`config.mk`:
```
export PLATFORM = sky130hd
export DESIGN_NAME = mhpq_ctrl
export DESIGN_NICKNAME = d
export VERILOG_FILES = /design/src/design/mhpq_pkg.sv /design/src/design/mhpq_ctrl.sv
export SDC_FILE = /design/constraint.sdc
export NUM_CORES = 1
export LEC_CHECK = 0
export ABC_AREA = 1
export BUFFER_PORTS_ARGS = -buffer_cell sky130_fd_sc_hd__buf_2
export CAP_MARGIN = 40
export CORE_MARGIN = 5
export CORE_UTILIZATION = 40
export CTS_BUF_LIST = sky130_fd_sc_hd__clkbuf_8
export CTS_CLUSTER_SIZE = 28
export DETAILED_ROUTE_END_ITERATION = 7
export PLACE_DENSITY_LB_ADDON = 0.1
export SLEW_MARGIN = 25
export SYNTH_ARGS = -nofsm -noshare
export SYNTH_HDL_FRONTEND = slang
export SYNTH_SLANG_ARGS = --single-unit
```
`constraint.sdc`:
```
create_clock -name aclk -period 5.1 [get_ports aclk]
set_input_delay 0 -clock aclk [delete_from_list [all_inputs] [get_ports aclk]]
set_output_delay 0 -clock aclk [all_outputs]
set_load 0.05 [all_outputs]
```
`src/design/mhpq_pkg.sv`:
```
// Shared types and constants for the min-heap priority queue.
// Depends on nothing; imported by mhpq_ctrl, the top module and the testbench.
package mhpq_pkg;

    localparam int CAPACITY  = 1024;
    localparam int KEY_WIDTH = 32;
    localparam int ADDR_W    = $clog2(CAPACITY);
    localparam int CNT_W     = $clog2(CAPACITY + 1);

    localparam int IN_TDATA_W  = ((KEY_WIDTH + 7) / 8) * 8;
    localparam int RES_W       = KEY_WIDTH + 1 + CNT_W + 2;
    localparam int OUT_TDATA_W = ((RES_W + 7) / 8) * 8;

    typedef logic signed [KEY_WIDTH-1:0] key_t;
    typedef logic [ADDR_W-1:0]           addr_t;
    typedef logic [CNT_W-1:0]            cnt_t;

    localparam logic CMD_PUSH = 1'b0;
    localparam logic CMD_POP  = 1'b1;

    typedef logic [1:0] err_t;
    localparam err_t ERR_NONE  = 2'd0;
    localparam err_t ERR_FULL  = 2'd1;
    localparam err_t ERR_EMPTY = 2'd2;

    typedef enum logic [2:0] {
        ST_IDLE,
        ST_LOAD,
        ST_UP,
        ST_DOWN,
        ST_FINAL,
        ST_RESULT
    } state_t;

    typedef struct packed {
        err_t error_code;
        cnt_t entry_count;
        logic is_empty;
        key_t top_key;
    } res_t;

endpackage

```
`src/design/mhpq_ctrl.sv`:
```
// Heap sequencer: push sift-up and pop sift-down over the heap RAM.
// Depends on mhpq_pkg; drives the ports of mhpq_ram.
module mhpq_ctrl
    import mhpq_pkg::*;
(
    input  logic  aclk,
    input  logic  aresetn,
    input  logic  in_valid,
    output logic  in_ready,
    input  logic  in_cmd,
    input  key_t  in_key,
    output logic  res_valid,
    input  logic  res_ready,
    output res_t  res,
    output logic  mem_we,
    output addr_t mem_waddr,
    output key_t  mem_wdata,
    output logic  mem_re,
    output addr_t mem_raddr_a,
    output addr_t mem_raddr_b,
    input  key_t  mem_rdata_a,
    input  key_t  mem_rdata_b
);

    state_t state_reg, state_next;
    cnt_t   fill_reg, fill_next;
    addr_t  pos_reg, pos_next;
    key_t   key_reg, key_next;
    cnt_t   child_reg, child_next;
    err_t   err_reg, err_next;
    key_t   root_reg;

    // scratch for the current level
    addr_t             parent;
    cnt_t              right;
    logic              use_right;
    key_t              cval;
    cnt_t              cidx;
    logic [CNT_W:0]    next_left;

    always_ff @(posedge aclk) begin
        if (!aresetn) begin
            state_reg <= ST_IDLE;
            fill_reg  <= '0;
        end else begin
            state_reg <= state_next;
            fill_reg  <= fill_next;
        end
    end

    always_ff @(posedge aclk) begin
        pos_reg   <= pos_next;
        key_reg   <= key_next;
        child_reg <= child_next;
        err_reg   <= err_next;
        // mirror of entry 0 for the result
        if (mem_we && mem_waddr == '0) begin
            root_reg <= mem_wdata;
        end
    end

    always_comb begin
        state_next  = state_reg;
        fill_next   = fill_reg;
        pos_next    = pos_reg;
        key_next    = key_reg;
        child_next  = child_reg;
        err_next    = err_reg;
        in_ready    = 1'b0;
        res_valid   = 1'b0;
        mem_we      = 1'b0;
        mem_waddr   = pos_reg;
        mem_wdata   = key_reg;
        mem_re      = 1'b0;
        mem_raddr_a = '0;
        mem_raddr_b = '0;

        parent    = addr_t'((pos_reg - addr_t'(1)) >> 1);
        right     = child_reg + cnt_t'(1);
        use_right = (right < fill_reg) && (mem_rdata_b < mem_rdata_a);
        cval      = use_right ? mem_rdata_b : mem_rdata_a;
        cidx      = use_right ? right : child_reg;
        next_left = {cidx, 1'b1};

        case (state_reg)
            ST_IDLE: begin
                in_ready = 1'b1;
                if (in_valid) begin
                    if (in_cmd == CMD_PUSH) begin
                        if (fill_reg == cnt_t'(CAPACITY)) begin
                            err_next   = ERR_FULL;
                            state_next = ST_RESULT;
                        end else begin
                            err_next  = ERR_NONE;
                            fill_next = fill_reg + cnt_t'(1);
                            key_next  = in_key;
                            pos_next  = fill_reg[ADDR_W-1:0];
                            if (fill_reg == '0) begin
                                mem_we     = 1'b1;
                                mem_waddr  = '0;
                                mem_wdata  = in_key;
                                state_next = ST_RESULT;
                            end else begin
                                mem_re      = 1'b1;
                                mem_raddr_a = addr_t'((fill_reg[ADDR_W-1:0] - addr_t'(1)) >> 1);
                                state_next  = ST_UP;
                            end
                        end
                    end else begin
                        if (fill_reg == '0) begin
                            err_next   = ERR_EMPTY;
                            state_next = ST_RESULT;
                        end else begin
                            err_next  = ERR_NONE;
                            fill_next = fill_reg - cnt_t'(1);
                            if (fill_reg == cnt_t'(1)) begin
                                state_next = ST_RESULT;
                            end else begin
                                // fetch the last entry, it moves to the root
                                mem_re      = 1'b1;
                                mem_raddr_a = addr_t'(fill_reg - cnt_t'(1));
                                state_next  = ST_LOAD;
                            end
                        end
                    end
                end
            end
            ST_LOAD: begin
                key_next = mem_rdata_a;
                pos_next = '0;
                if (fill_reg == cnt_t'(1)) begin
                    mem_we     = 1'b1;
                    mem_waddr  = '0;
                    mem_wdata  = mem_rdata_a;
                    state_next = ST_RESULT;
                end else begin
                    mem_re      = 1'b1;
                    mem_raddr_a = addr_t'(1);
                    mem_raddr_b = addr_t'(2);
                    child_next  = cnt_t'(1);
                    state_next  = ST_DOWN;
                end
            end
            ST_UP: begin
                if (key_reg < mem_rdata_a) begin
                    // parent moves down into the hole
                    mem_we    = 1'b1;
                    mem_wdata = mem_rdata_a;
                    pos_next  = parent;
                    if (parent == '0) begin
                        state_next = ST_FINAL;
                    end else begin
                        mem_re      = 1'b1;
                        mem_raddr_a = addr_t'((parent - addr_t'(1)) >> 1);
                    end
                end else begin
                    mem_we     = 1'b1;
                    state_next = ST_RESULT;
                end
            end
            ST_DOWN: begin
                if (cval < key_reg) begin
                    // smaller child moves up into the hole
                    mem_we    = 1'b1;
                    mem_wdata = cval;
                    pos_next  = cidx[ADDR_W-1:0];
                    if (next_left >= {1'b0, fill_reg}) begin
                        state_next = ST_FINAL;
                    end else begin
                        mem_re      = 1'b1;
                        mem_raddr_a = next_left[ADDR_W-1:0];
                        mem_raddr_b = next_left[ADDR_W-1:0] + addr_t'(1);
                        child_next  = next_left[CNT_W-1:0];
                    end
                end else begin
                    mem_we     = 1'b1;
                    state_next = ST_RESULT;
                end
            end
            ST_FINAL: begin
                mem_we     = 1'b1;
                state_next = ST_RESULT;
            end
            ST_RESULT: begin
                res_valid = 1'b1;
                if (res_ready) begin
                    state_next = ST_IDLE;
                end
            end
            default: begin
                state_next = ST_IDLE;
            end
        endcase
    end

    assign res.top_key     = (fill_reg == '0) ? key_t'(0) : root_reg;
    assign res.is_empty    = (fill_reg == '0);
    assign res.entry_count = fill_reg;
    assign res.error_code  = err_reg;

endmodule

```
==> impl_metrics.json, run 1 <==
{
  "status": "finished, violations left",
  "violations": "setup timing",
  "fin_setup_tns_ns": -9.83,
  "grt_pass1_vias": 10900,
  "start_util_pct": 40.8,
  "max_cap_violations": 0,
  "synth-seq-area-share_pct": 27.7,
  "clk_path_buf_depth": 2,
  "n_antenna_cell": 0,
  "root_buffer": "clkbuf_8",
  "grt_pass1_wl_um": 60000,
  "viasPerCell": 5.47,
  "synthArstFlopShare_pct": 0,
  "drtPass1Iterations": 6,
  "ys.flop_type": "edfxtp_1",
  "syn-num-nets": 1660,
  "crit_required_ns": 5.10,
  "whs_path_depth": 3,
  "min_path_type": "primary input to flip-flop",
  "drt-total-wl_um": 39300,
  "final_antenna_net_count": 0,
  "grt_start_max_net_pins": 57,
  "critPathLaunchType": "flip-flop",
  "wl_met2_um": 17100,
  "yosysUniqueCellTypes": 56,
  "fin_crit_ns": 5.41,
  "cts_tree": "done",
  "fin_ws_ns": -0.307,
  "synth_edf_count": 86,
  "fillCellCount": 2402,
  "relSlewSlack_pct": 55.1,
  "wl_met3_um": 3270,
  "path_class": "flip-flop to output pin",
  "wl_met1_um": 18200,
  "critPathMaxStageDelay_ns": 0.42,
  "slowest_stage": "edfxtp_1",
  "syn_avg_cell_area_um2": 7.18,
  "drcViolationCount": 0,
  "vias": 11400,
  "timing.rr.start": "child_reg[1]$_SDFFCE_PN0P_",
  "syn_inst": 1439,
  "rrSetupSlack_ns": -0.03,
  "cp_max_fo": 14,
  "rows": 58,
  "initialDrtViolationCount": 958,
  "portBuffers": 211,
  "place.gp.congestion": 0.908,
  "finalCritPeriodShare_pct": 106,
  "ys_seq_elements": 100,
  "track_usage_pct": 26.2,
  "synth_area_leaders": "edfxtp_1 25%, ha_1 15%, nand2_1 9.3%",
  "top_layer": "met4",
  "fmax_mhz": 185,
  "min_from": "mem_rdata_a[29]",
  "cts_buffers": 9,
  "rsz0062_at_grt": "true",
  "cts.clk_slew.worst_paths_ns": 0.12,
  "final_max_slew_viol_count": 0,
  "hpwl_um": 28800,
  "fin_worst_skew_ns": 0.0185,
  "holdPathEnd": "root_reg[29]$_DFFE_PP_",
  "dieArea_mm2": 0.0291,
  "coreArea_mm2": 0.0253,
  "avgRoutedWirePerCell_um": 18.9,
  "clk_latency_ns": 0.41,
  "netlist_area_mm2": 0.0103,
  "io_pins": 213,
  "grt-ovfl-total": 0,
  "worstRegToRegCells": 29,
  "final_util_pct": 56.5,
  "tightest_slew_ns": 0.674,
  "end_kind": "output pin",
  "worstReg2RegEnd": "root_reg[8]$_DFFE_PP_",
  "die_h_um": 171,
  "die_w_um": 171,
  "drive_gt1_share_pct": 25.8,
  "cp_data_arrival_time_ns": 5.41,
  "antenna_found_initial": 1,
  "fin_nets": 1968,
  "setup_viol": 53,
  "cts_htree_levels": 3,
  "syn_to_final_growth_pct": 38.5,
  "synth_top_area_cell": "edfxtp_1",
  "critPathMostFrequentCell": "buf_4",
  "cts_sinks": 100,
  "synth_top_area_share_pct": 25.0,
  "yosysWarnings": 0,
  "hold_violations": 0
}
synth_stat cells, types with 14 or more instances:
library cell  instances
edfxtp_1             86
a21oi_1              80
o2111ai_1            17
buf_2                14
a211oi_1             18
o221ai_1             26
nor3_1               21
nor2_1              156
xor2_1               30
nand2_1             257
nand4_1              19
a221oi_1             14
clkbuf_1             30
dfxtp_1              14
nand3_1              59
o21ai_0             116
ha_1                120
o211ai_1             15
inv_1               234
layout make-up:
type,count,area (um^2),share of cell area (%)
Sequential cell,100,2860,20.0
Inverter,243,936,6.54
Timing Repair Buffer,353,2900,20.2
Tap cell,330,413,2.88
Clock buffer,9,124,0.865
Timing Repair inverter,1,7.51,0.0524
Multi-Input combinational cell,1039,7010,48.9
Clock inverter,7,67.6,0.472
routing by layer:
layer / global-route usage (%) / vias up
met4: 6.67 / 0
met5: 0 / -
met3: 4.39 / 48
met1: 38.4 / 5295
li1: - / 5562
met2: 40.3 / 480
kinds of logic (layout without fill, tap and decap cells):
group | after synthesis | in the layout | share of synthesized area, %
fa+ha+maj | 120 | 120 | 14.5
flops | 100 | 100 | 27.7
xor+xnor | 36 | 36 | 3.05
simple gates | 548 | 548 | 22.7
buf+inv | 300 | 613 | 11.6
compound gates | 334 | 334 | 20.4
other cells | 1 | 1 | 0.0363
stage by stage:
step | hold WS, ns | std cells | area, um^2 | setup WS (ns)
after global placement | 0.294 | 1962 | 12100 | -0.0126
after CTS | 0.0365 | 2060 | 13800 | -0.252
after floorplan | 0.0976 | 1439 | 10600 | -0.0272
after detailed placement | 0.306 | 1964 | 12100 | -0.0935
after global routing | 0.0581 | 2082 | 14300 | -0.587
final | 0.0732 | 2082 | 14300 | -0.307
critical path: cells and delay by family, from the launching register on:
| kind | cells | cell delay [ns] |
|---|---|---|
| AND/OR/NAND/NOR | 12 | 1.77 |
| buffers and inverters | 9 | 1.19 |
| AO/OA/AOI/OAI | 6 | 0.85 |
| adder cells (fa/ha/maj) | 2 | 0.61 |
| flip-flops | 1 | 0.42 |
| XOR/XNOR | 1 | 0.16 |
layout by cell type, fill, tap and decap left out, types with 16 or more instances in the layout:
| cell | netlist | final |
|---|---|---|
| nand2_1 | 257 | 246 |
| inv_1 | 234 | 229 |
| buf_2 | 14 | 159 |
| nor2_1 | 156 | 149 |
| ha_1 | 120 | 112 |
| edfxtp_1 | 86 | 86 |
| o21ai_0 | 116 | 75 |
| a21oi_1 | 80 | 69 |
| buf_4 | 4 | 63 |
| dlygate4sd3_1 | 0 | 60 |
| nand3_1 | 59 | 52 |
| buf_6 | 1 | 47 |
| xor2_1 | 30 | 29 |
| o21ai_1 | 8 | 23 |
| o21ai_2 | 1 | 22 |
| o221ai_1 | 26 | 20 |
| nand4_1 | 19 | 19 |
| nor3_1 | 21 | 18 |
| o2111ai_1 | 17 | 16 |
timing repair:
action                     in CTS  in global routing
hold endpoints to repair       39                  0
hold buffers                   60                  0
setup buffers                  15                 16
setup endpoints to repair      64                107
pin swaps                      12                 26
cloned                          5                  4
gates resized for setup       170                 78
worst max-delay path by stage:
| stage | from | endpoint | slack (ns) | depth (start not counted) |
|---|---|---|---|---|
| final | child_reg[1]$_SDFFCE_PN0P_ | mem_wdata[3] | -0.31 | 30 |
| after global routing | child_reg[1]$_SDFFCE_PN0P_ | mem_wdata[8] | -0.59 | 28 |
| after CTS | child_reg[1]$_SDFFCE_PN0P_ | mem_wdata[24] | -0.25 | 30 |
| after detailed placement | child_reg[1]$_SDFFCE_PN0P_ | mem_raddr_a[7] | -0.09 | 28 |
| after global placement | child_reg[1]$_SDFFCE_PN0P_ | mem_raddr_a[7] | -0.01 | 28 |
| after floorplan | child_reg[1]$_SDFFCE_PN0P_ | root_reg[13]$_DFFE_PP_ | -0.03 | 30 |
Power of run 1 is not shown: default switching activity piles up to over one toggle a cycle in this logic, so the estimate is an artifact.
==> run 2, diff against run 1 <==
--- a/config.mk
+++ b/config.mk
@@ -5,7 +5,6 @@
 export SDC_FILE = /design/constraint.sdc
 export NUM_CORES = 1
 export LEC_CHECK = 0
-export ABC_AREA = 1
 export BUFFER_PORTS_ARGS = -buffer_cell sky130_fd_sc_hd__buf_2
 export CAP_MARGIN = 40
 export CORE_MARGIN = 5
==> run 2 against run 1 <==
Net effect: highest routed layer unchanged; sequential share of layout area down 1.7 points; synthesized cell count decreased by 20%; register-to-register slack worse by 0.50 ns; worst hold slack worse by 0.033 ns; die area fell by 3.5%; cell count shrank 8.9%; critical endpoint is now mem_raddr_a[5]; core utilization grew 7.8 points; final area is 9.6% higher; the flow still finishes with violations (setup timing); worst setup slack worse by 0.39 ns; synthesized area is 3.7% lower; count of clock-buffer cells in the layout did not move; flip-flop and latch count stayed put.
==> impl_metrics.json, run 2 <==
{
  "met3_usage_pct": 4.08,
  "cts_buffers": 9,
  "coreArea_mm2": 0.0244,
  "met2_usage_pct": 42.9,
  "final_max_slew_viol_count": 0,
  "final_util_pct": 64.3,
  "slowest_stage": "a2111o_1",
  "grt_pass1_wl_um": 60800,
  "grt_use_met1_pct": 38.5,
  "rows": 57,
  "hpwl_um": 28200,
  "pre_cts_ws_ns": -0.459,
  "final_antenna_net_count": 0,
  "grt_pass1_vias": 10900,
  "tightest_slew_ns": 0.997,
  "path_class": "flip-flop to output pin",
  "syn_inst": 1151,
  "busiest_layer": "met2",
  "critPathMaxStageDelay_ns": 0.46,
  "yosysUniqueCellTypes": 85,
  "avgRoutedWirePerCell_um": 20.7,
  "vias": 10600,
  "fin_worst_skew_ns": 0.0148,
  "root_buffer": "clkbuf_8",
  "cts_sinks": 100,
  "setup_viol": 107,
  "cts_tree": "done",
  "critPathMostFrequentCell": "nand4_1",
  "syn-num-nets": 1372,
  "crit_required_ns": 5.10,
  "rsz0062_at_grt": "true",
  "ys.flop_type": "edfxtp_1",
  "synth_top_area_share_pct": 25.9,
  "clk_latency_ns": 0.40,
  "drcViolationCount": 0,
  "stdcell_area_mm2": 0.0157,
  "track_usage_pct": 27.0,
  "final_cell_mix": "160 x buf_2, 125 x buf_4, 113 x ha_1",
  "start_util_pct": 40.8,
  "drtPass1Iterations": 8,
  "yosysWarnings": 0,
  "initialDrtViolationCount": 931,
  "synth_area_leaders": "edfxtp_1 26%, ha_1 15%, nand2_1 4.2%",
  "grt-ovfl-total": 0,
  "antenna_found_initial": 2,
  "cts_htree_levels": 3,
  "fmax_mhz": 173,
  "viasPerCell": 5.61,
  "cp_max_fo": 8,
  "max_cap_violations": 0,
  "syn_avg_cell_area_um2": 8.65,
  "synth_common_cells": "120 x ha_1, 112 x nand2_1, 96 x inv_1, 86 x edfxtp_1, 78 x o21ai_0",
  "die_h_um": 168,
  "place.gp.congestion": 0.963,
  "finalCritPeriodShare_pct": 114,
  "relSlewSlack_pct": 32.7,
  "io_pins": 213,
  "clk_path_buf_depth": 2,
  "end_kind": "output pin",
  "final_common_cell": "buf_2",
  "yosysMostFrequentCell": "ha_1",
  "worst-path-buf-inv": 7,
  "critPathLaunchType": "flip-flop",
  "fin_ws_ns": -0.696,
  "path_delay_family": "compound AO/OA/AOI/OAI gates",
  "dieArea_mm2": 0.0281,
  "synth_edf_count": 86,
  "fin_nets": 1787,
  "status": "finished, violations left",
  "grt_start_max_net_pins": 35,
  "drt-total-wl_um": 39200,
  "syn_to_final_growth_pct": 57.6,
  "violations": "setup timing",
  "netlist_area_mm2": 0.00995,
  "dpl_cell_area_mm2": 0.0130,
  "ys_seq_elements": 100,
  "cp_data_arrival_time_ns": 5.80,
  "synth_top_area_cell": "edfxtp_1",
  "drive_gt1_share_pct": 39.5,
  "min_path_type": "primary input to flip-flop",
  "cts.clk_slew.worst_paths_ns": 0.11,
  "portBuffers": 211,
  "synthArstFlopShare_pct": 0,
  "synth-seq-area-share_pct": 28.8,
  "die_w_um": 168,
  "hold_violations": 0,
  "fin_crit_ns": 5.80,
  "fillCellCount": 2048
}
[run 2: changes by cell type in the layout (fill, tap and decap cells not counted), sizes merged, moves of 33 or more]
cell	before	now
buf	290	391
inv	239	100
mux2	0	33
nand2	262	112
nand2b	0	35
nor2	158	66
nor2b	0	36
o21ai	125	80
[run 2: worst paths after layout]
check	startpoint	cells past startpoint	endpoint	slack, ns
setup reg to reg	child_reg[2]$_SDFFCE_PN0P_	31	root_reg[0]$_DFFE_PP_	-0.53
setup / recovery	child_reg[2]$_SDFFCE_PN0P_	29	mem_raddr_a[5]	-0.70
hold / removal	mem_rdata_a[18]	3	root_reg[18]$_DFFE_PP_	0.04
hold reg to reg	fill_reg[10]$_SDFFE_PN0P_	2	fill_reg[10]$_SDFFE_PN0P_	0.62
[run 2: cells by family (layout without fill, tap and decap cells)]
group	count (synthesis)	in the layout	share of synthesized area, %
AND/OR/NAND/NOR	392	392	20.1
buffers and inverters	156	576	6.21
other	1	3	0.0377
flip-flops	100	100	28.8
XOR/XNOR	42	42	3.96
adder cells (fa/ha/maj)	120	120	15.1
multiplexers	44	44	4.84
AO/OA/AOI/OAI	296	296	21.1
[run 2: per-stage QoR]
stage	instances	setup TNS [ns]	hold WS, ns
after CTS	1872	-36.05	0.00961
after global routing	1897	-81.05	0.0285
after global placement	1743	-31.34	0.318
final	1897	-51.55	0.0406
after floorplan	1151	-12.29	0.125
after detailed placement	1744	-38.62	0.321
[run 2: final cells by class]
cell class	instances	area (um^2)	area share, %
repair buffers	459	4030	25.7
inverters	101	382	2.43
multi-input cells	895	7770	49.5
well taps	324	405	2.58
clock inverters	7	98.8	0.630
diodes	2	5.00	0.0319
clock buffers	9	124	0.790
flip-flops and latches	100	2860	18.3
[run 2: worst register-to-register path: cells and delay by family, from the launching register on]
kind	cells	cell delay (ns)
flops	1	0.43
buf+inv	8	1.11
compound gates	9	1.71
simple gates	11	1.54
fa+ha+maj	2	0.43
xor+xnor	1	0.19
[run 2: what timing repair did]
item | 4_1_cts | 5_1_grt
gates resized for setup | 239 | 54
setup buffers | 40 | 21
gates cloned | 8 | 2
endpoints found under the setup margin | 107 | 107
hold endpoints to repair | 39 | 0
pin swaps | 19 | 13
hold buffers | 65 | 0
[run 2: layer usage]
layer / vias up / wire length [um]
li1: 5115 / -
met3: 57 / 2620
met2: 411 / 17900
met4: 0 / 855
met5: - / 0
met1: 5050 / 17800
Power of run 2 is left out for the same reason.
==> run 3, diff against run 2 <==
--- a/config.mk
+++ b/config.mk
@@ -7,6 +7,7 @@
 export LEC_CHECK = 0
 export BUFFER_PORTS_ARGS = -buffer_cell sky130_fd_sc_hd__buf_2
 export CAP_MARGIN = 40
+export CORE_ASPECT_RATIO = 0.9
 export CORE_MARGIN = 5
 export CORE_UTILIZATION = 40
 export CTS_BUF_LIST = sky130_fd_sc_hd__clkbuf_8
==> run 3 against run 2 <==
Net effect: the run still ends with setup timing left; wire length down 1.5%; count of clock-buffer cells in the layout unchanged; non-clock buffer count down 17; die area about the same; cell count down 0.37%; critical path depth unchanged; flip-flop and latch count unchanged; sequential share of layout area up 0.30 points; first-iteration DRC count down 1.1%; worst hold slack worse by 0.019 ns; clock skew up 0.0028 ns; largest cell class unchanged.
==> impl_metrics.json, run 3 (same netlist as run 2, synthesis figures left out) <==
{
  "grt_pass1_wl_um": 58900,
  "worstRegToRegCells": 27,
  "clk_path_buf_depth": 2,
  "drcViolationCount": 0,
  "grt_start_max_net_pins": 36,
  "avgRoutedWirePerCell_um": 20.5,
  "final_max_slew_viol_count": 0,
  "drt-total-wl_um": 38700,
  "cts_tree": "done",
  "place.gp.congestion": 0.960,
  "die_w_um": 176,
  "crit_required_ns": 5.10,
  "critPathMaxStageDelay_ns": 0.43,
  "cp_data_arrival_time_ns": 5.71,
  "fin_ws_ns": -0.611,
  "start_util_pct": 40.8,
  "path_class": "flip-flop to output pin",
  "fin_nets": 1770,
  "rsz0062_at_grt": "true",
  "dpl_cell_area_mm2": 0.0130,
  "fillCellCount": 2077,
  "portBuffers": 211,
  "vias": 10600,
  "whs_path_depth": 3,
  "fin_setup_tns_ns": -38.58,
  "fin_worst_skew_ns": 0.0176,
  "cts_buffers": 9,
  "slowest_stage": "a2111o_1",
  "cts.clk_slew.worst_paths_ns": 0.11,
  "critPathLaunchType": "flip-flop",
  "dieArea_mm2": 0.0281,
  "regArea_mm2": 0.00286,
  "min_path_type": "primary input to flip-flop",
  "cts_htree_levels": 3,
  "rows": 54,
  "root_buffer": "clkbuf_8",
  "violations": "setup timing",
  "grt_pass1_vias": 10500,
  "drive_gt1_share_pct": 38.6,
  "cp_max_fo": 17,
  "initialDrtViolationCount": 921,
  "clk_latency_ns": 0.40,
  "cts_sinks": 100,
  "final_cell_mix": "160 x buf_2, 124 x buf_4, 111 x ha_1",
  "multi_input_area_mm2": 0.00779,
  "relSlewSlack_pct": 47.4,
  "end_kind": "output pin",
  "antenna_found_initial": 0,
  "status": "finished, violations left",
  "die_h_um": 160,
  "io_pins": 213,
  "viasPerCell": 5.59,
  "syn_to_final_growth_pct": 55.0,
  "final_antenna_net_count": 0,
  "fin_crit_ns": 5.71,
  "track_usage_pct": 26.5,
  "finalCritPeriodShare_pct": 112,
  "stdcell_area_mm2": 0.0154,
  "n_antenna_cell": 0,
  "hpwl_um": 28200,
  "final_common_cell": "buf_2",
  "tightest_slew_ns": 0.783,
  "coreArea_mm2": 0.0244,
  "grt-ovfl-total": 0,
  "max_cap_violations": 0,
  "hold_violations": 0,
  "fmax_mhz": 175,
  "setup_viol": 106,
  "drtPass1Iterations": 6
}
## run 3: cell types whose count changed in the layout (fill, tap and decap cells not counted), sizes merged
cell,delta
clkbuf,+1
bufinv,-2
clkdlybuf4s15,+1
diode,-2
clkinv,-1
inv,+3
buf,-19
## run 3: final timing paths
kind                              startpoint                       end  slack [ns]
setup reg to reg  child_reg[2]$_SDFFCE_PN0P_      pos_reg[4]$_DFFE_PP_       -0.42
hold / removal               mem_rdata_a[17]    root_reg[17]$_DFFE_PP_        0.02
setup / recovery  child_reg[2]$_SDFFCE_PN0P_              mem_wdata[0]       -0.61
hold reg to reg     fill_reg[1]$_SDFFE_PN0P_  fill_reg[1]$_SDFFE_PN0P_        0.60
## run 3: timing repair
action	in CTS	in global routing
pin swaps	33	6
setup endpoints to repair	107	107
gates cloned	9	4
gates resized for setup	240	31
hold buffers	65	0
endpoints found under the hold margin	39	0
setup buffers	27	6
## run 3: final cells by class
type	count	area share, %
Multi-Input combinational cell	895	50.5
Clock buffer	9	0.803
Sequential cell	100	18.6
Clock inverter	7	0.235
Timing Repair Buffer	442	24.7
Inverter	101	2.46
Tap cell	336	2.72
## run 3: through the flow
| stage | worst slack [ns] | utilization, % | hold slack (ns) | std cells |
|---|---|---|---|---|
| global placement | -0.302 | 53.1 | 0.320 | 1763 |
| floorplan | -0.503 | - | 0.125 | 1151 |
| finish | -0.611 | 63.3 | 0.0214 | 1890 |
| global route | -0.927 | 63.3 | 0.0156 | 1890 |
| CTS | -0.542 | 62.2 | 0.00297 | 1880 |
| detailed placement | -0.432 | 53.3 | 0.322 | 1765 |
## run 3: critical path, delay by kind of cell, from the launching register on
kind                     cells  cell delay, ns
AO/OA/AOI/OAI               11            1.93
XOR/XNOR                     1            0.17
adder cells (fa/ha/maj)      2            0.59
buffers and inverters        7            1.08
flip-flops                   1            0.41
AND/OR/NAND/NOR              8            1.15
## run 3: layer usage
layer  share of wire (%)  vias to the layer above  wire, um  GRT usage [%]
li1                    -                     5068         -              -
met1                  46                     5021     17700           37.9
met2                  45                      425     17200           41.5
met3                 7.9                       44      3040           4.94
met4                 1.7                        0       642           6.17
met5                   0                        -         0              0
Power of run 3 is left out for the same reason.
